<file path="src/rtl/sgb_pkg.sv">
// Shared types, constants and rounding for the separable blur.
// Used by every module of the block; no dependencies.
package sgb_pkg;

   localparam int MAX_TAPS   = 9;
   localparam int HALF_MAX   = (MAX_TAPS - 1) / 2;
   localparam int PIX_W      = 8;
   localparam int COEF_W     = 16;
   localparam int SUM_W      = 28;
   localparam int SLOT_W     = 4;
   localparam int HALF_W     = 3;
   localparam int FRAC_BITS  = 15;
   localparam int ROUND_BIAS = 16384;
   localparam int PIX_MAX    = 255;

   localparam logic MODE_PIXEL = 1'b0;

   typedef enum logic [2:0] {
      REG_WIDTH   = 3'd0,
      REG_HEIGHT  = 3'd1,
      REG_HALF    = 3'd2,
      REG_TAPS_LO = 3'd3,
      REG_TAPS_HI = 3'd4,
      REG_TAP8    = 3'd5
   } csr_index_type;

   typedef logic [MAX_TAPS-1:0][PIX_W-1:0]  sample_vec_type;
   typedef logic [MAX_TAPS-1:0][SLOT_W-1:0] slot_vec_type;
   typedef logic [MAX_TAPS-1:0][COEF_W-1:0] coef_vec_type;

   typedef struct packed {
      logic valid;
      logic last_row;
      logic last_frame;
   } emit_type;

   typedef struct packed {
      logic              wvalid;
      logic [SLOT_W-1:0] wslot;
      sample_vec_type    samples;
      emit_type          em;
      slot_vec_type      vslots;
   } job_type;

   function automatic logic [PIX_W-1:0] round_sat(input logic [SUM_W-1:0] sum);
      logic [SUM_W:0]           t;
      logic [SUM_W-FRAC_BITS:0] v;
      t = {1'b0, sum} + (SUM_W+1)'(ROUND_BIAS);
      v = t[SUM_W:FRAC_BITS];
      if (v > (SUM_W-FRAC_BITS+1)'(PIX_MAX)) begin
         return PIX_W'(PIX_MAX);
      end
      return v[PIX_W-1:0];
   endfunction

endpackage

</file>
<file path="src/rtl/sgb_tap_cell.sv">
// One multiply-accumulate cell of the tap chain.
// Depends on sgb_pkg.
module sgb_tap_cell (
   input  logic                     clock,
   input  logic                     enable,
   input  logic [sgb_pkg::SUM_W-1:0]  sum_prev,
   input  logic [sgb_pkg::PIX_W-1:0]  sample,
   input  logic [sgb_pkg::COEF_W-1:0] coef,
   output logic [sgb_pkg::SUM_W-1:0]  sum_out
);
   import sgb_pkg::*;

   logic [PIX_W+COEF_W-1:0] prod;
   logic [SUM_W-1:0]        acc_in;
   logic [SUM_W-1:0]        acc_ff;

   assign prod   = {{COEF_W{1'b0}}, sample} * {{PIX_W{1'b0}}, coef};
   assign acc_in = sum_prev + SUM_W'(prod);

   always_ff @(posedge clock) begin
      if (enable) begin
         acc_ff <= acc_in;
      end
   end

   assign sum_out = acc_ff;
endmodule

</file>
<file path="config.mk">
export PLATFORM = sky130hd
export DESIGN_NAME = sgb_tap_cell
export DESIGN_NICKNAME = d
export VERILOG_FILES = /design/src/rtl/sgb_pkg.sv /design/src/rtl/sgb_tap_cell.sv
export SDC_FILE = /design/constraint.sdc
export NUM_CORES = 1
export LEC_CHECK = 0
export ABC_AREA = 0
export BUFFER_PORTS_ARGS = -buffer_cell sky130_fd_sc_hd__buf_2
export CORE_ASPECT_RATIO = 0.75
export CORE_MARGIN = 2
export CORE_UTILIZATION = 25
export CTS_BUF_LIST = sky130_fd_sc_hd__clkbuf_4 sky130_fd_sc_hd__clkbuf_8
export CTS_CLUSTER_DIAMETER = 30
export DETAILED_ROUTE_END_ITERATION = 7
export MAX_ROUTING_LAYER = met4
export PLACE_DENSITY_LB_ADDON = 0.15
export SLEW_MARGIN = 20
export SYNTH_ARGS = -nofsm -noshare
export SYNTH_HDL_FRONTEND = slang
export SYNTH_SLANG_ARGS = --single-unit
</file>
<file path="constraint.sdc">
create_clock -name clock -period 10.05 [get_ports clock]
set_input_delay 1.005 -clock clock [delete_from_list [all_inputs] [get_ports clock]]
set_output_delay 1.005 -clock clock [all_outputs]
set_load 0.01 [all_outputs]
</file>
---- Word-level counts from Yosys, hierarchy flattened ----
Index checks and enable logic that the tools add are counted.
operators by class
  $add $sub $neg .......................... 1
  $mul .................................... 1
operators by type and width
  cell              number
  $add A28 B24 Y28  1
  $mul A8 B16 Y24   1
storage, ports and cells
  register bits after elaboration ......... 28
  output and inout port bits .............. 28
  logic and storage cells ................. 3

---- Depth between registers and ports, before layout ----
Gate-level depths: netlist of the first run.
  depth after elaboration ................. 2
  gate-level depth with buffers ........... 19

---- Worst setup path after synthesis of the first run ----
OpenSTA, ideal clock, no wires.
  path type ............................... input -> register
  start ................................... input port sample[0] (netlist name)
  end ..................................... register acc_ff[26] (netlist: sum_out[26]), data pin
  arrival ................................. 5.290 ns
  required time ........................... 9.915 ns
  setup slack ............................. 4.625 ns
  cell stages on the path ................. 17
  buffers on the path ..................... 1
  cell sequence ........................... clkbuf_1 -> nand2_1 -> fa_1 -> inv_1 -> fa_1 -> fa_1 -> inv_1 -> fa_1 -> inv_1 -> ha_1 -> a211oi_2 -> nor2_1 -> or3b_1 -> a41oi_2 -> o21ai_1 -> or4_1 -> nand3_1
between the ends
  word-level cells in the longest chain between the ends .. 2
RTL lines
  item                  RTL line            text
  start, declared       sgb_tap_cell.sv:7   input logic [sgb_pkg::PIX_W-1:0] sample,
  $mul A8 B16 Y24       sgb_tap_cell.sv:17  assign prod = {{COEF_W{1'b0}}, sample} * {{PIX_W{1'b0}}, coef};
  $add A28 B24 Y28      sgb_tap_cell.sv:18  assign acc_in = sum_prev + SUM_W'(prod);
  net acc_in[26]        sgb_tap_cell.sv:14  logic [SUM_W-1:0] acc_in;
  end signal, assigned  sgb_tap_cell.sv:22  acc_ff <= acc_in;
  end, declared         sgb_tap_cell.sv:15  logic [SUM_W-1:0] acc_ff;
The timed path passes the listed nets, and every way through them passes these cells.
A chain may end at the register's enable or synchronous reset.

---- Worst setup path in the final report of the first run ----
  start ................................... input port sample[0] (netlist name)
  end ..................................... register acc_ff[24] (netlist: sum_out[24]), data pin
The elaborated chain is that of the path after synthesis.

==> results of run 1 <==
[cell usage after synthesis (all sizes together) (4+ instances only)]
cell type,count
a21boi,5
a21o,10
a21oi,20
a221oi,4
and2,88
clkbuf,10
edfxtp,28
fa,106
ha,49
inv,146
nand2,56
nand2b,7
nand3,4
nor2,15
nor3,4
o21ai,11
xnor2,13
xor2,4
[worst paths after layout]
check | startpoint | slack [ps] | cells past startpoint | to
max | sample[0] | 4540 | 17 | sum_out[24]
min | sum_prev[0] | 1040 | 2 | sum_out[0]
[power by group]
part	total [mW]	internal [mW]	leakage [nW]	switching, mW
Sequential	0.262	0.248	0.274	0.0132
Clock	0.0566	0.0268	0.0216	0.0298
Combinational	1.44	0.593	3.05	0.848
Total	1.76	0.868	3.34	0.891
[cell type report]
cell class / count / area, sq um
Clock buffer: 3 / 41.29
Sequential cell: 28 / 840.8
Inverter: 146 / 548.0
Multi-Input combinational cell: 434 / 4400
Timing Repair Buffer: 81 / 405.4
Tap cell: 300 / 375.4
Fill cell: 2502 / 16330
[metal layers]
layer  routed length [um]  vias to the layer above  global-route usage (%)
met5                    0                        -                       -
met4                   52                        0                   1.299
met3                  537                        5                   1.286
met2                 5802                       93                   18.26
met1                 8721                     2065                   21.12
li1                     -                     2059                       -
[kinds of logic (layout without fill, tap and decap cells)]
logic type      count (synthesis)  in the layout
mux                             3              3
xor+xnor                       17             17
flops                          28             28
buf+inv                       157            230
compound gates                 70             70
simple gates                  189            189
fa+ha+maj                     155            155
[critical path: stages]
cell and delay [ps]:
buf_2 300, nand2_1 130, fa_1 510, inv_1 50, fa_1 490, inv_1 50, fa_1 490, fa_1 550
inv_1 40, ha_1 360, a21o_1 140, a21oi_1 70, a21boi_1 220, o21ai_1 200, a2111oi_0 530, o22ai_1 160
xnor2_1 190
==> out/results.txt, run 1 <==
max FFs per register = 28
Die Footprint = 24580 sq um
setup_tns = 0 ps
CTS Buf Count = 3
Synth Area in Simple Gates = 17.36%
H-tree Lvls = 1
crit path kind = in -> reg
Post-CTS Setup Bufs = 0
CTS tree = built
core area = 22940 sq um
Initial Utilization = 25.42%
total gr overflow = 0
CP Data Required Time = 10050 ps
vias in the first global route = 4666
pin count of the biggest net entering global routing = 29
synthesized-area fraction occupied by adder cells = 46.90%
endpoints failing hold = 0
Die Y-Extent = 136.3 um
first-pass GRT wire length = 25120 um
biggest area consumer among synthesized cells = fa_1
RSZ-0062 raised after global routing = false
crit path time final = 5510 ps
crit-path max FO = 16
commonest non-fill, non-tap cell in the layout = inv_1
row count = 48
setup ws final = 4540 ps
Rel. slew slack = 58.81%
Max clock buf depth = 2
GRT Total Usage = 13.20%
Pins Over Slew Limit = 0
CP startpoint kind = primary input
syn nets = 828
Hold WC Path Type = in -> reg
Vias = 4222
yosys warns = 0
CP arrival = 5510 ps
Crit. End Element = flop
Async SR Flop Fraction = 0%
non-filler cells, final = 992
Resized Gates After CTS = 0
final wirelength = 15110 um
Area contributors post-synth = fa_1, edfxtp_1, ha_1, and2_1, inv_1
Worst-path clk slew = 80 ps
Detailed Route Iter0 Violations = 179
worst vdd ir = 0.1028 mV
hold_buf cts = 0
final worst-path cycle share = 54.83%
IO Port Bufs = 81
Leakage = 3.343 nW
max-cap violations = 0
Vias/cell = 4.256
initial antenna violation count = 0
final instance area = 6611 sq um
die width = 180.4 um
hold slack = 1040 ps
Area growth, synth to finish = 13.37%
final core occ = 28.82%
Sinks on Clock Net = 28
syn avg cell area = 9.421 sq um
Synth Flop Type = edfxtp_1
share of cells above drive strength 1 = 12.86%
drt first pass iters = 4
Boundary Pins = 82
n_diodes = 0
Synth Instances = 619
placed cell areas = 6570 sq um
final setup violation count = 0
Post-DP HPWL = 12860 um
Worst Tran Pin Value = 617.9 ps
compound-gate portion of the synthesized area = 8.131%
Root Driver = clkbuf_8
Synth cell types = 46
Routed Antenna Nets = 0
mapped cell area = 5832 sq um
Post-synth EDFFs = 28
Avg WL per Cell = 15.23 um
FMAX = 0.1815 GHz
fin nets = 903
status = completed
RD Place Congestion = 0.8439
Pwr Total = 1.759 mW
post-synthesis mux area share = 0.5149%
register area share after synthesis = 14.42%
xor and xnor area share after synthesis = 2.553%
Power Density = 266.1 nW/um^2
DRC errors left = 0
most frequent cells in the layout = inv_1, fa_1, and2_1, buf_2, nand2_1
largest family of logic cells by synthesized area = adder cells
FF+latch count, synth = 28
Place WS = 4230 ps
post-synth top area share = 36.39%
Cells after DPL = 989
No activity file was read; power rests on OpenSTA's default activity.
==> inputs of run 2 (changes only) <==
==> constraint.sdc (replaced) <==
create_clock -name clock -period 5.5 [get_ports clock]
set_input_delay 0.55 -clock clock [delete_from_list [all_inputs] [get_ports clock]]
set_output_delay 0.55 -clock clock [all_outputs]
set_load 0.01 [all_outputs]
==> run 2 against run 1 <==
Against the previous run: non-clock buffer count is 1 higher; sequential power grew 83%; sequential cell count unchanged; highest routed layer unchanged.
==> out/results.txt, run 2 (synthesis gave the netlist of run 1 again) <==
Bufs and invs on worst path = 4
Crit. End Element = flop
most frequent cells in the layout = inv_1, fa_1, and2_1, buf_2, nand2_1
setup ws final = 511.4 ps
Vias = 4252
n_diodes = 0
endpoints failing hold = 0
Worst-path clk slew = 90 ps
multi-input combinational cell area = 4400 sq um
Vias/cell = 4.278
Sinks on Clock Net = 28
Max clock buf depth = 2
final worst-path cycle share = 90.70%
setup_tns = 0 ps
final setup violation count = 0
Place WS = 208.1 ps
max FFs per register = 28
Root Driver = clkbuf_8
Boundary Pins = 82
Area growth, synth to finish = 14.01%
die width = 180.4 um
CP arrival = 5130 ps
CP cell instances = buf_2 > nand2_1 > fa_1 > inv_1 > fa_1 > fa_1 > inv_1 > fa_1 > inv_1 > ha_1 > a211oi_2 > nor2_1 > or3b_1 > a41oi_2 > o21ai_1 > or4_1 > nand3_1
worst vdd ir = 0.2602 mV
CP peak stage delay = 550 ps
Post-CTS Setup Bufs = 0
Rel. slew slack = 57.93%
Post-DP HPWL = 13080 um
FMAX = 0.2005 GHz
Resized Gates After CTS = 0
CP startpoint kind = primary input
hold wc startpoint = sum_prev[0]
Worst Tran Pin Value = 631.1 ps
first-pass GRT wire length = 25560 um
hold slack = 579.6 ps
DRC errors left = 0
drt first pass iters = 4
Avg WL per Cell = 15.48 um
H-tree Lvls = 1
Leakage = 3.361 nW
Routed Antenna Nets = 0
RD Place Congestion = 0.8364
CP Data Required Time = 5640 ps
crit-path max FO = 16
initial antenna violation count = 0
filler instances = 2472
commonest non-fill, non-tap cell in the layout = inv_1
crit path kind = in -> reg
Pins Over Slew Limit = 0
Detailed Route Iter0 Violations = 155
Die Y-Extent = 136.3 um
Crit path top cell by count = fa_1
Hold WC Path Type = in -> reg
share of cells above drive strength 1 = 13.11%
core area = 22940 sq um
Power Density = 493.7 nW/um^2
CTS tree = built
Worst Hold Depth = 2
Die Footprint = 24580 sq um
max-cap violations = 0
CTS Buf Count = 3
crit path time final = 4989 ps
row count = 48
total gr overflow = 0
register area = 840.8 sq um
vias in the first global route = 4683
Slowest cell on crit path = fa_1
hold endpoint = sum_out[0]
status = completed
hold_buf cts = 0
fin nets = 904
GRT Total Usage = 13.54%
IO Port Bufs = 81
cell family with the largest share of critical-path delay = adder cells
RSZ-0062 raised after global routing = false
final wirelength = 15390 um
Initial Utilization = 25.42%
pin count of the biggest net entering global routing = 29
==> run 2: cell count changes in the layout (fill, tap and decap cells not counted), sizes merged <==
cell / change
bufinv: +1
buf: +1
==> run 2: power breakdown <==
| group | switching [mW] | internal [mW] | total [mW] |
|---|---|---|---|
| Clock | 0.0607 | 0.0973 | 0.158 |
| Combinational | 1.55 | 1.10 | 2.64 |
| Sequential | 0.0258 | 0.454 | 0.480 |
==> run 2: routing by layer <==
metal  track usage, %  share of wire, %  vias up
met5                -                 0        -
met4            1.254              0.36        0
met3            1.152               4.1        8
met2            18.43                37      100
met1            22.04                58     2078
li1                 -                 -     2066
==> run 2: cell type report <==
class | count | share of cell area, %
Tap cell | 300 | 5.645
Clock inverter | 1 | 0.4516
Multi-Input combinational cell | 434 | 66.18
Inverter | 146 | 8.242
Clock buffer | 3 | 0.6210
Sequential cell | 28 | 12.65
Timing Repair Buffer | 82 | 6.210
==> run 2: worst max path at each step <==
stage | slack, ps | cells after the start | to | start
finish | 510 | 17 | sum_out[26] | sample[0]
global route | 240 | 16 | sum_out[25] | sample[0]
CTS | 510 | 17 | sum_out[26] | sample[0]
detailed placement | 210 | 16 | sum_out[25] | sample[0]
global placement | 260 | 16 | sum_out[25] | sample[0]
floorplan | 530 | 17 | sum_out[26] | sample[0]
==> run 2: per-stage QoR <==
step | power [mW] | instance area, sq um | utilization (%) | cells
after floorplan | 2.401 | 5832 | - | 619
after global placement | 3.150 | 6578 | 28.67 | 990
after detailed placement | 3.141 | 6578 | 28.67 | 990
after CTS | 3.315 | 6649 | 28.98 | 994
after global routing | 3.711 | 6649 | 28.98 | 994
final | 3.283 | 6649 | 28.98 | 994
