--- src/rtl/sgb_pkg.sv ---
// Shared types, constants and rounding for the separable blur.
// Used by every module of the block; no dependencies.
package sgb_pkg;

   localparam int MAX_TAPS   = 9;
   localparam int HALF_MAX   = (MAX_TAPS - 1) / 2;
   localparam int PIX_W      = 8;
   localparam int COEF_W     = 16;
   localparam int SUM_W      = 28;
   localparam int SLOT_W     = 4;
   localparam int HALF_W     = 3;
   localparam int FRAC_BITS  = 15;
   localparam int ROUND_BIAS = 16384;
   localparam int PIX_MAX    = 255;

   localparam logic MODE_PIXEL = 1'b0;

   typedef enum logic [2:0] {
      REG_WIDTH   = 3'd0,
      REG_HEIGHT  = 3'd1,
      REG_HALF    = 3'd2,
      REG_TAPS_LO = 3'd3,
      REG_TAPS_HI = 3'd4,
      REG_TAP8    = 3'd5
   } csr_index_type;

   typedef logic [MAX_TAPS-1:0][PIX_W-1:0]  sample_vec_type;
   typedef logic [MAX_TAPS-1:0][SLOT_W-1:0] slot_vec_type;
   typedef logic [MAX_TAPS-1:0][COEF_W-1:0] coef_vec_type;

   typedef struct packed {
      logic valid;
      logic last_row;
      logic last_frame;
   } emit_type;

   typedef struct packed {
      logic              wvalid;
      logic [SLOT_W-1:0] wslot;
      sample_vec_type    samples;
      emit_type          em;
      slot_vec_type      vslots;
   } job_type;

   function automatic logic [PIX_W-1:0] round_sat(input logic [SUM_W-1:0] sum);
      logic [SUM_W:0]           t;
      logic [SUM_W-FRAC_BITS:0] v;
      t = {1'b0, sum} + (SUM_W+1)'(ROUND_BIAS);
      v = t[SUM_W:FRAC_BITS];
      if (v > (SUM_W-FRAC_BITS+1)'(PIX_MAX)) begin
         return PIX_W'(PIX_MAX);
      end
      return v[PIX_W-1:0];
   endfunction

endpackage

--- src/rtl/sgb_ctrl.sv ---
// Stream control: raster counters, row window, readiness and job sequencing.
// Emits one job per cycle into the tap chains while advance is high. Depends on sgb_pkg.
module sgb_ctrl #(
   parameter int MAX_WIDTH = 2048
) (
   input  logic                          clock,
   input  logic                          reset,
   input  logic                          advance,
   input  logic                          stream_clear,
   input  logic [$clog2(MAX_WIDTH):0]    eff_width,
   input  logic [15:0]                   eff_height,
   input  logic [sgb_pkg::HALF_W-1:0]    eff_half,
   input  logic                          in_valid,
   input  logic                          in_mode,
   input  logic [sgb_pkg::PIX_W-1:0]     in_pixel,
   output logic                          in_ready,
   output sgb_pkg::job_type              job,
   output logic [$clog2(MAX_WIDTH)-1:0]  job_wx,
   output logic [$clog2(MAX_WIDTH)-1:0]  job_ox
);
   import sgb_pkg::*;

   localparam int CW = $clog2(MAX_WIDTH);
   localparam int WW = CW + 1;

   logic [CW-1:0]     in_col_ff, out_col_ff;
   logic [15:0]       in_row_ff, out_row_ff;
   logic [SLOT_W-1:0] in_slot_ff, out_slot_ff;
   sample_vec_type    window_ff;

   logic              rec_valid_ff, rec_wr_ff;
   logic [CW-1:0]     rec_x_ff, rec_end_ff, rec_c_ff, rec_ox_ff;
   logic [SLOT_W-1:0] rec_wslot_ff;
   emit_type          rec_em_ff;
   slot_vec_type      rec_vslots_ff;

   job_type           job_ff, job_in;
   logic [CW-1:0]     job_wx_ff, job_ox_ff;

   logic              accept, rec_last, pix, wr;
   logic [CW-1:0]     x_lo, x_end;
   logic [CW-1:0]     in_col_in, out_col_in;
   logic [15:0]       in_row_in, out_row_in;
   logic [SLOT_W-1:0] in_slot_in, out_slot_in;
   emit_type          em;
   slot_vec_type      vslots;
   logic [WW-1:0]     w_m1;

   assign accept   = in_valid && in_ready;
   assign rec_last = !rec_wr_ff || (rec_x_ff == rec_end_ff);
   assign in_ready = advance && (!rec_valid_ff || rec_last);
   assign w_m1     = eff_width - WW'(1);

   // one stream step: pixel intake, then at most one output
   always_comb begin
      logic [WW-1:0] c_ext, inc, c_need;
      logic          row_end, c_ge_h, out_live, ready;
      logic [16:0]   r_need, r_lim;
      in_col_in   = in_col_ff;
      in_row_in   = in_row_ff;
      in_slot_in  = in_slot_ff;
      out_col_in  = out_col_ff;
      out_row_in  = out_row_ff;
      out_slot_in = out_slot_ff;
      c_ext   = {1'b0, in_col_ff};
      inc     = c_ext + WW'(1);
      pix     = (in_mode == MODE_PIXEL) && (in_row_ff < eff_height) && (c_ext < eff_width);
      row_end = (c_ext == w_m1);
      c_ge_h  = (c_ext >= WW'(eff_half));
      x_lo    = c_ge_h ? (in_col_ff - CW'(eff_half)) : '0;
      x_end   = row_end ? w_m1[CW-1:0] : x_lo;
      wr      = pix && (row_end || c_ge_h);
      if (pix) begin
         if (inc >= eff_width) begin
            in_col_in  = '0;
            in_row_in  = in_row_ff + 16'd1;
            in_slot_in = (in_slot_ff == SLOT_W'(MAX_TAPS - 1)) ? '0 : in_slot_ff + SLOT_W'(1);
         end else begin
            in_col_in = inc[CW-1:0];
         end
      end
      out_live = (out_row_ff < eff_height) && ({1'b0, out_col_ff} < eff_width);
      r_need   = {1'b0, out_row_ff} + 17'(eff_half);
      r_lim    = {1'b0, eff_height} - 17'd1;
      if (r_need > r_lim) begin
         r_need = r_lim;
      end
      c_need = {1'b0, out_col_ff} + WW'(eff_half);
      if (c_need > w_m1) begin
         c_need = w_m1;
      end
      ready = out_live && (({1'b0, in_row_in} > r_need) ||
              (({1'b0, in_row_in} == r_need) && ({1'b0, in_col_in} > c_need)));
      em.valid      = ready;
      em.last_row   = ({1'b0, out_col_ff} == w_m1);
      em.last_frame = em.last_row && ({1'b0, out_row_ff} == r_lim);
      if (ready) begin
         if (em.last_row) begin
            out_col_in  = '0;
            out_row_in  = out_row_ff + 16'd1;
            out_slot_in = (out_slot_ff == SLOT_W'(MAX_TAPS - 1)) ? '0 : out_slot_ff + SLOT_W'(1);
         end else begin
            out_col_in = out_col_ff + CW'(1);
         end
         if (em.last_frame) begin
            in_col_in   = '0;
            in_row_in   = '0;
            in_slot_in  = '0;
            out_col_in  = '0;
            out_row_in  = '0;
            out_slot_in = '0;
         end
      end
   end

   // ring slots of the clamped rows feeding the vertical taps
   always_comb begin
      logic signed [4:0]  d;
      logic signed [17:0] sy;
      logic signed [4:0]  t;
      logic [16:0]        top_gap;
      top_gap = {1'b0, eff_height} - 17'd1 - {1'b0, out_row_ff};
      for (int k = 0; k < MAX_TAPS; k++) begin
         d  = $signed(5'(k)) - $signed({2'b00, eff_half});
         sy = $signed({2'b00, out_row_ff}) + 18'(d);
         if (sy < 0) begin
            t = '0;
         end else begin
            if (sy > $signed({2'b00, eff_height}) - 18'sd1) begin
               t = $signed({1'b0, out_slot_ff}) + $signed(top_gap[4:0]);
            end else begin
               t = $signed({1'b0, out_slot_ff}) + d;
            end
            if (t < 0) begin
               t = t + 5'sd9;
            end else if (t >= 5'sd9) begin
               t = t - 5'sd9;
            end
         end
         vslots[k] = t[SLOT_W-1:0];
      end
   end

   // job issued from the current step record
   always_comb begin
      logic [WW-1:0]     xk;
      logic [SLOT_W-1:0] e, idx;
      e = SLOT_W'(rec_c_ff - rec_x_ff);
      job_in.wvalid = rec_valid_ff && rec_wr_ff;
      job_in.wslot  = rec_wslot_ff;
      job_in.vslots = rec_vslots_ff;
      job_in.em     = (rec_valid_ff && rec_last) ? rec_em_ff : '0;
      for (int k = 0; k < MAX_TAPS; k++) begin
         xk = {1'b0, rec_x_ff} + WW'(k);
         if (xk < WW'(eff_half)) begin
            idx = rec_c_ff[SLOT_W-1:0];
         end else if (xk > w_m1 + WW'(eff_half)) begin
            idx = '0;
         end else begin
            idx = e + SLOT_W'(eff_half) - SLOT_W'(k);
         end
         job_in.samples[k] = (idx < SLOT_W'(MAX_TAPS)) ? window_ff[idx] : '0;
      end
   end

   always_ff @(posedge clock) begin
      if (reset) begin
         in_col_ff    <= '0;
         in_row_ff    <= '0;
         in_slot_ff   <= '0;
         out_col_ff   <= '0;
         out_row_ff   <= '0;
         out_slot_ff  <= '0;
         rec_valid_ff <= 1'b0;
         job_ff       <= '0;
      end else if (stream_clear) begin
         in_col_ff    <= '0;
         in_row_ff    <= '0;
         in_slot_ff   <= '0;
         out_col_ff   <= '0;
         out_row_ff   <= '0;
         out_slot_ff  <= '0;
         rec_valid_ff <= 1'b0;
      end else begin
         if (accept) begin
            in_col_ff   <= in_col_in;
            in_row_ff   <= in_row_in;
            in_slot_ff  <= in_slot_in;
            out_col_ff  <= out_col_in;
            out_row_ff  <= out_row_in;
            out_slot_ff <= out_slot_in;
         end
         if (advance) begin
            job_ff <= job_in;
            if (accept) begin
               rec_valid_ff <= wr || em.valid;
            end else if (rec_valid_ff && rec_last) begin
               rec_valid_ff <= 1'b0;
            end
         end
      end
   end

   always_ff @(posedge clock) begin
      if (reset) begin
         window_ff <= '0;
      end else if (accept && pix) begin
         window_ff <= {window_ff[MAX_TAPS-2:0], in_pixel};
      end
   end

   always_ff @(posedge clock) begin
      if (advance) begin
         job_wx_ff <= rec_x_ff;
         job_ox_ff <= rec_ox_ff;
         if (accept) begin
            rec_wr_ff     <= wr;
            rec_x_ff      <= x_lo;
            rec_end_ff    <= x_end;
            rec_c_ff      <= in_col_ff;
            rec_wslot_ff  <= in_slot_ff;
            rec_em_ff     <= em;
            rec_ox_ff     <= out_col_ff;
            rec_vslots_ff <= vslots;
         end else if (rec_valid_ff && !rec_last) begin
            rec_x_ff <= rec_x_ff + CW'(1);
         end
      end
   end

   assign job    = job_ff;
   assign job_wx = job_wx_ff;
   assign job_ox = job_ox_ff;

endmodule

--- config.mk ---
export PLATFORM = sky130hd
export DESIGN_NAME = sgb_ctrl
export DESIGN_NICKNAME = d
export VERILOG_FILES = /design/src/rtl/sgb_pkg.sv /design/src/rtl/sgb_ctrl.sv
export SDC_FILE = /design/constraint.sdc
export NUM_CORES = 2
export LEC_CHECK = 0
export BUFFER_PORTS_ARGS = -buffer_cell sky130_fd_sc_hd__buf_2
export CAP_MARGIN = 25
export CORE_ASPECT_RATIO = 0.6
export CORE_MARGIN = 3
export CORE_UTILIZATION = 60
export DETAILED_ROUTE_END_ITERATION = 8
export GPL_ROUTABILITY_DRIVEN = 0
export MAX_ROUTING_LAYER = met4
export PLACE_DENSITY = 0.78
export SKIP_LAST_GASP = 1
export SYNTH_ARGS = -nofsm -noshare
export SYNTH_HDL_FRONTEND = slang
export SYNTH_SLANG_ARGS = --single-unit
--- constraint.sdc ---
create_clock -name clock -period 8.9 [get_ports clock]
set_input_delay 0.445 -clock clock [delete_from_list [all_inputs] [get_ports clock]]
set_output_delay 0.445 -clock clock [all_outputs]
set_load 0.02 [all_outputs]
# After elaboration in Yosys (flattened, before gate mapping)
# Cells that the tools add are included.
classes:
  n_mux: 110
  n_bitwise: 2
  reduce_logical: 31
  n_shift: 0
  n_eq_ne: 7
  n_lt_le_gt_ge: 82
  addsub: 79
  mul: 0
  div: 0
op_table:
  columns: ["op", "count"]
  rows:
  - ["binary-select mux 8 bit (select 4 bit)", 9]
  - ["2-to-1 mux 4 bit", 44]
  - ["> comparator 18 x 17 -> 1 bit", 9]
  - ["< comparator 18 x 1 -> 1 bit (second input constant)", 9]
  - ["adder 17 x 4 -> 18 bit", 8]
  - ["2-to-1 mux 8 bit", 18]
  - ["2-to-1 mux 11 bit", 10]
  - ["> comparator 12 bit", 9]
  - ["< comparator 12 x 3 -> 1 bit", 8]
  - ["2-to-1 mux 16 bit", 6]
  - ["2-to-1 mux 5 bit", 18]
  - ["adder 11 x 3 -> 12 bit (second input constant)", 4]
  - ["greater-or-equal comparator 5 bit (second input constant)", 9]
  - ["< comparator 4 x 5 -> 1 bit (second input constant)", 9]
  - ["< comparator 5 x 1 -> 1 bit (second input constant)", 9]
  - ["adder 5 x 4 -> 5 bit", 8]
  - ["subtractor 4 bit (second input constant)", 10]
  - ["adder 4 bit (second input constant)", 9]
  - ["< comparator 4 bit (second input constant)", 9]
  - ["equality test 16 x 17 -> 1 bit", 2]
  - ["subtractor 16 x 1 -> 17 bit (second input constant)", 2]
  - ["adder 16 x 1 -> 16 bit (second input constant)", 2]
  - ["< comparator 16 bit", 2]
  - ["adder 11 x 1 -> 12 bit (second input constant)", 2]
  - ["other kinds (43)", 86]
word_totals:
  wordCells: 370
  mem_bits_rw: 0
  in_bits: 45
  out_inout_bits: 139
  latch_bits: 0
  mem_bits_ro: 0
  register_bits: 354
  memories: 0

# Logic depth before layout (Yosys ltp)
depth:
  depth_word: 10
  depth_mapped: 36
  ltp_nobuf: 34

# Worst setup path after synthesis
# Ideal clock, no wire load.
synth_path:
  path_kind: "input-to-reg"
  startpoint: "input eff_half[2] (netlist bit)"
  endpoint: "register out_row_ff[5]"
  path_stages: 32
  t_required_ns: 8.829
  arrival_time_ns: 6.899
  path_slack_ns: 1.930
  cell_sequence: "clkbuf_1 inv_1 ha_1 clkbuf_1 nor2b_1 o21ai_0 nor2_1 xor2_1 ha_1 nand4_1 a21oi_1 o31ai_1 a21oi_1 o311ai_1 a31oi_2 inv_1 a41oi_1 clkbuf_1 o21ai_0 ha_1 nand4_1 inv_1 nand4_1 or3_1 nor3_1 o211ai_1 a32oi_1 and4_1 buf_2 nand2_1 or4_1 a21oi_1"
synth_via:
  elab_chain_cells: 8
  elab_cells_between_ends: 13
synth_lines:
  columns: ["item", "line", "rtl"]
  rows:
  - ["from (decl)", "sgb_ctrl.sv:12", "input logic [sgb_pkg::HALF_W-1:0] eff_half,"]
  - ["parallel branches: the longest is 5 deep, another holds adder 16 x 3 -> 17 bit", null, null]
  - ["logical OR 1 bit (*)", "sgb_ctrl.sv:92", "ready = out_live && (({1'b0, in_row_in} > r_need) ||"]
  - ["logical AND 1 bit (*)", "sgb_ctrl.sv:92", null]
  - ["AND reduction 3 bit (no source line) (*)", null, null]
  - ["to (signal assigned)", "sgb_ctrl.sv:190", "out_row_ff <= out_row_in;"]
  - ["to (decl)", "sgb_ctrl.sv:27", "logic [15:0] in_row_ff, out_row_ff;"]
# Mark *: on every way between the ends.
# A chain may end at the register's enable or synchronous reset.

==> reports/qor.csv <==
metric,value,unit
"top cells by area, synth","ha_1 17%, mux2i_1 12%, dfxtp_1 12%, edfxtp_1 7.3%, xnor2_1 5.8%",
CP max-delay cell,dfxtp_1,
initial antenna violation count,2,
PortBufs,183,
Syn Inst Count,5121,
share of cells above drive strength 1,0.103,
Post-synth EDFFs,103,
post-cts sizing count,0,
pin count of the biggest net entering global routing,102,
Max Freq,128,MHz
area occupied by multi-input gates,32200,um^2
CP required,9340,ps
status,"finished, final reports clean",
post-synthesis sequential area ratio,0.192,
site row count,74,
Worst setup SP type,register,
H-tree depth,2,
post-synthesis net count,5755,
final worst setup slack,1110,ps
worst skew pair latency,570,ps
Vias/cell,6.85,
Post-CTS Hold Buffers,0,
Comb power frac,0.442,
"Avg Cell Area, Syn",8.25,um^2
Hold Crit Start,in_pixel[4],
clock root cell,clkbuf_16,
"Cell Area, Synth",42200,um^2
total number of vias,41945,
Pre-Repair DR Iteration Count,9,
r2r startpoint,out_row_ff[1],
R2R cell count,29,
Layout Nets,5815,
unrepaired setup endpoints after global routing,false,
fill cell count,5750,
Tot GR Track Use,0.402,
Register Area,8120,um^2
Psw,2.41,mW
first-pass GRT wire length,228,mm
"Endpoint, Worst Hold",window_ff[4],
dpl ws,948,ps
fin util,0.659,
placed cell areas,44200,um^2
Hold Path Stages,3,
CTS tree,done,
Final Hold Viols,0,
layout overhead on the synthesized area,7.54,%
gr ovfl total,0,
Synth top area share,0.169,
yosys warns,0,
Die Wd,349,um
vias in the first global route,38581,
"Worst Path Class, Setup",reg2reg,
DR DRC count,0,
Bufs and invs on worst path,3,
relative slew slack,0.138,
number of distinct library cells after synthesis,111,
R2R Setup Slk,1110,ps
highest net fanout along the worst path,25,
Clk network pwr share,0.256,
core area,68900,um^2
Die Ht,212,um
WP depth,29,
CTS max path bufs,3,
"FF+latch count, synth",354,
Post-synth ARST share,0,
FF-to-FF End,in_row_ff[15],
number of CTS-inserted buffers,34,
crit share post-route,0.875,
Worst Max-Slew Pin Slew,1290,ps
IO Count,184,
data arrival time of the critical path,8230,ps
Max-cap violations,0,
clock skew,27.2,ps
initial core utilization,0.613,
Hold WC Path Type,in2reg,
final setup TNS,0,ps
Final HPWL DP,112,mm
leakage power,20.5,nW
WL per Instance,24.4,um
internal power,3.47,mW
setup violation total in the final timing report,0,
power per cell area,130,nW/um^2
"Top FF cell, synth",dfxtp_1,
max-slew violations,0,
Flop pwr share,0.302,
CP top delay family,simple AND/OR/NAND/NOR gates,
CP Capture Type,register,
post-route ant nets,0,
Sw Ratio,0.410,
clock sink count,354,
leading area contributor after synthesis,ha_1,
post-CTS setup buffer count,0,
min Tclk post-route,7790,ps
"CTS clk-pin slew, worst paths",70,ps
critical path's largest stage delay,1020,ps
drt first-iter violations,6540,
final WL,149,mm
die area,73700,um^2
fin area,45400,um^2
worst vdd ir,0.000121,V
-- cells by family (layout without fill, tap and decap cells) --
logic type,Yosys count,after routing,synth area share
and+or+nand+nor,1438,1438,0.168
AOI/OAI and AO/OA,1251,1251,0.192
adders and majority gates,594,594,0.179
muxes,583,583,0.140
buffers and inverters,517,602,0.0483
xor gates and xnor gates,384,384,0.0806
DFF,354,354,0.192
other,0,2,0
-- cells in the final DEF, fill, tap and decap left out, drive strengths merged, types with 32 or more instances in the layout --
cell	netlist	final
inv	221	225
o21a	71	71
dfxtp	251	251
nand3	108	108
a21o	150	150
xnor2	278	278
o21ai	264	264
edfxtp	103	103
o211ai	56	56
mux2i	515	515
clkbuf	203	50
buf	86	312
nor4	42	42
a211oi	56	56
nor2	423	423
xor2	103	103
mux2	68	68
nand4	97	97
nor2b	54	54
nand2	348	348
ha	570	570
a21oi	359	359
nand2b	32	32
a31oi	38	38
nor3	136	136
-- cell type report --
class,instances,area share
multi-input cells,4250,0.710
diodes,2,0.000110
repair buffers,313,0.0427
clock inverters,11,0.00248
flip-flops and latches,354,0.179
well taps,912,0.0251
inverters,228,0.0189
clock buffers,50,0.0219
-- flip-flops by register name (all words and copies together), names as in the netlist --
signal and flops:
in_col_ff 11, out_row_ff 16, job_in 36, rec_c_ff 4, rec_end_ff 11, in_row_ff 16
out_col_ff 11, rec_x_ff 11, rec_wslot_ff 4, rec_em_ff 3, window_ff 72, rec_ox_ff 11
in_slot_ff 4, job_ox 11, rec_valid_ff 1, out_slot_ff 4, job_wx 11, rec_wr_ff 1
job 116
-- worst reg2reg max path, delay by kind of cell (launching register included) --
family          cells  cell delay (ps)
xor+xnor            1              180
simple gates       13             3310
compound gates      9             1580
buf+inv             3              460
fa+ha+maj           3             1120
flops               1             1020
-- metal layers --
metal | GRT usage | wire length [um] | vias to the layer above
met2 | 0.503 | 54300 | 3100
met4 | 0.111 | 4960 | 0
li1 | - | - | 18886
met5 | - | 0 | -
met1 | 0.570 | 62800 | 19514
met3 | 0.176 | 27400 | 445
-- how the worst max path moves through the flow --
stage                   from       endpoint  slack [ps]
6_report       out_row_ff[1]  in_row_ff[15]        1110
3_5_place_dp     eff_half[1]     job_in[18]         950
2_1_floorplan    eff_half[2]  out_row_ff[5]        1930
4_1_cts        out_row_ff[1]  in_slot_ff[1]        1440
3_3_place_gp     eff_half[1]     job_in[18]        1160
5_1_grt        out_row_ff[1]  in_row_ff[12]         760
-- metrics by stage --
step	hold WS, ps	instances	power [mW]
3_3_place_gp	401	6051	4.19
2_1_floorplan	400	5121	3.46
6_report	115	6120	5.88
5_1_grt	132	6120	6.08
4_1_cts	101	6112	5.74
3_5_place_dp	406	6051	4.24
-- synthesized netlist by cell type, types with 29 or more instances --
cell type / instances
ha_1: 570
mux2i_1: 513
nor2_1: 423
a21oi_1: 357
nand2_1: 345
xnor2_1: 278
o21ai_0: 254
dfxtp_1: 251
inv_1: 219
clkbuf_1: 201
a21o_1: 150
nor3_1: 135
nand3_1: 108
edfxtp_1: 103
xor2_1: 103
nand4_1: 97
o21a_1: 71
mux2_2: 67
a211oi_1: 55
buf_2: 55
o211ai_1: 55
nor2b_1: 54
nor4_1: 38
a31oi_1: 37
nand2b_1: 32
o31ai_1: 30
or3_1: 30
or2_2: 29
-- power by group through the flow --
| stage | Clock [mW] | Sequential [mW] | Combinational [mW] |
|---|---|---|---|
| after floorplan | 0 | 1.84 | 1.62 |
| after global placement | 0 | 1.81 | 2.38 |
| after detailed placement | 0 | 1.81 | 2.43 |
| after CTS | 1.51 | 1.77 | 2.45 |
| after global routing | 1.57 | 1.78 | 2.72 |
| final | 1.51 | 1.78 | 2.60 |
Note: power is estimated with default switching activity, not from simulation.
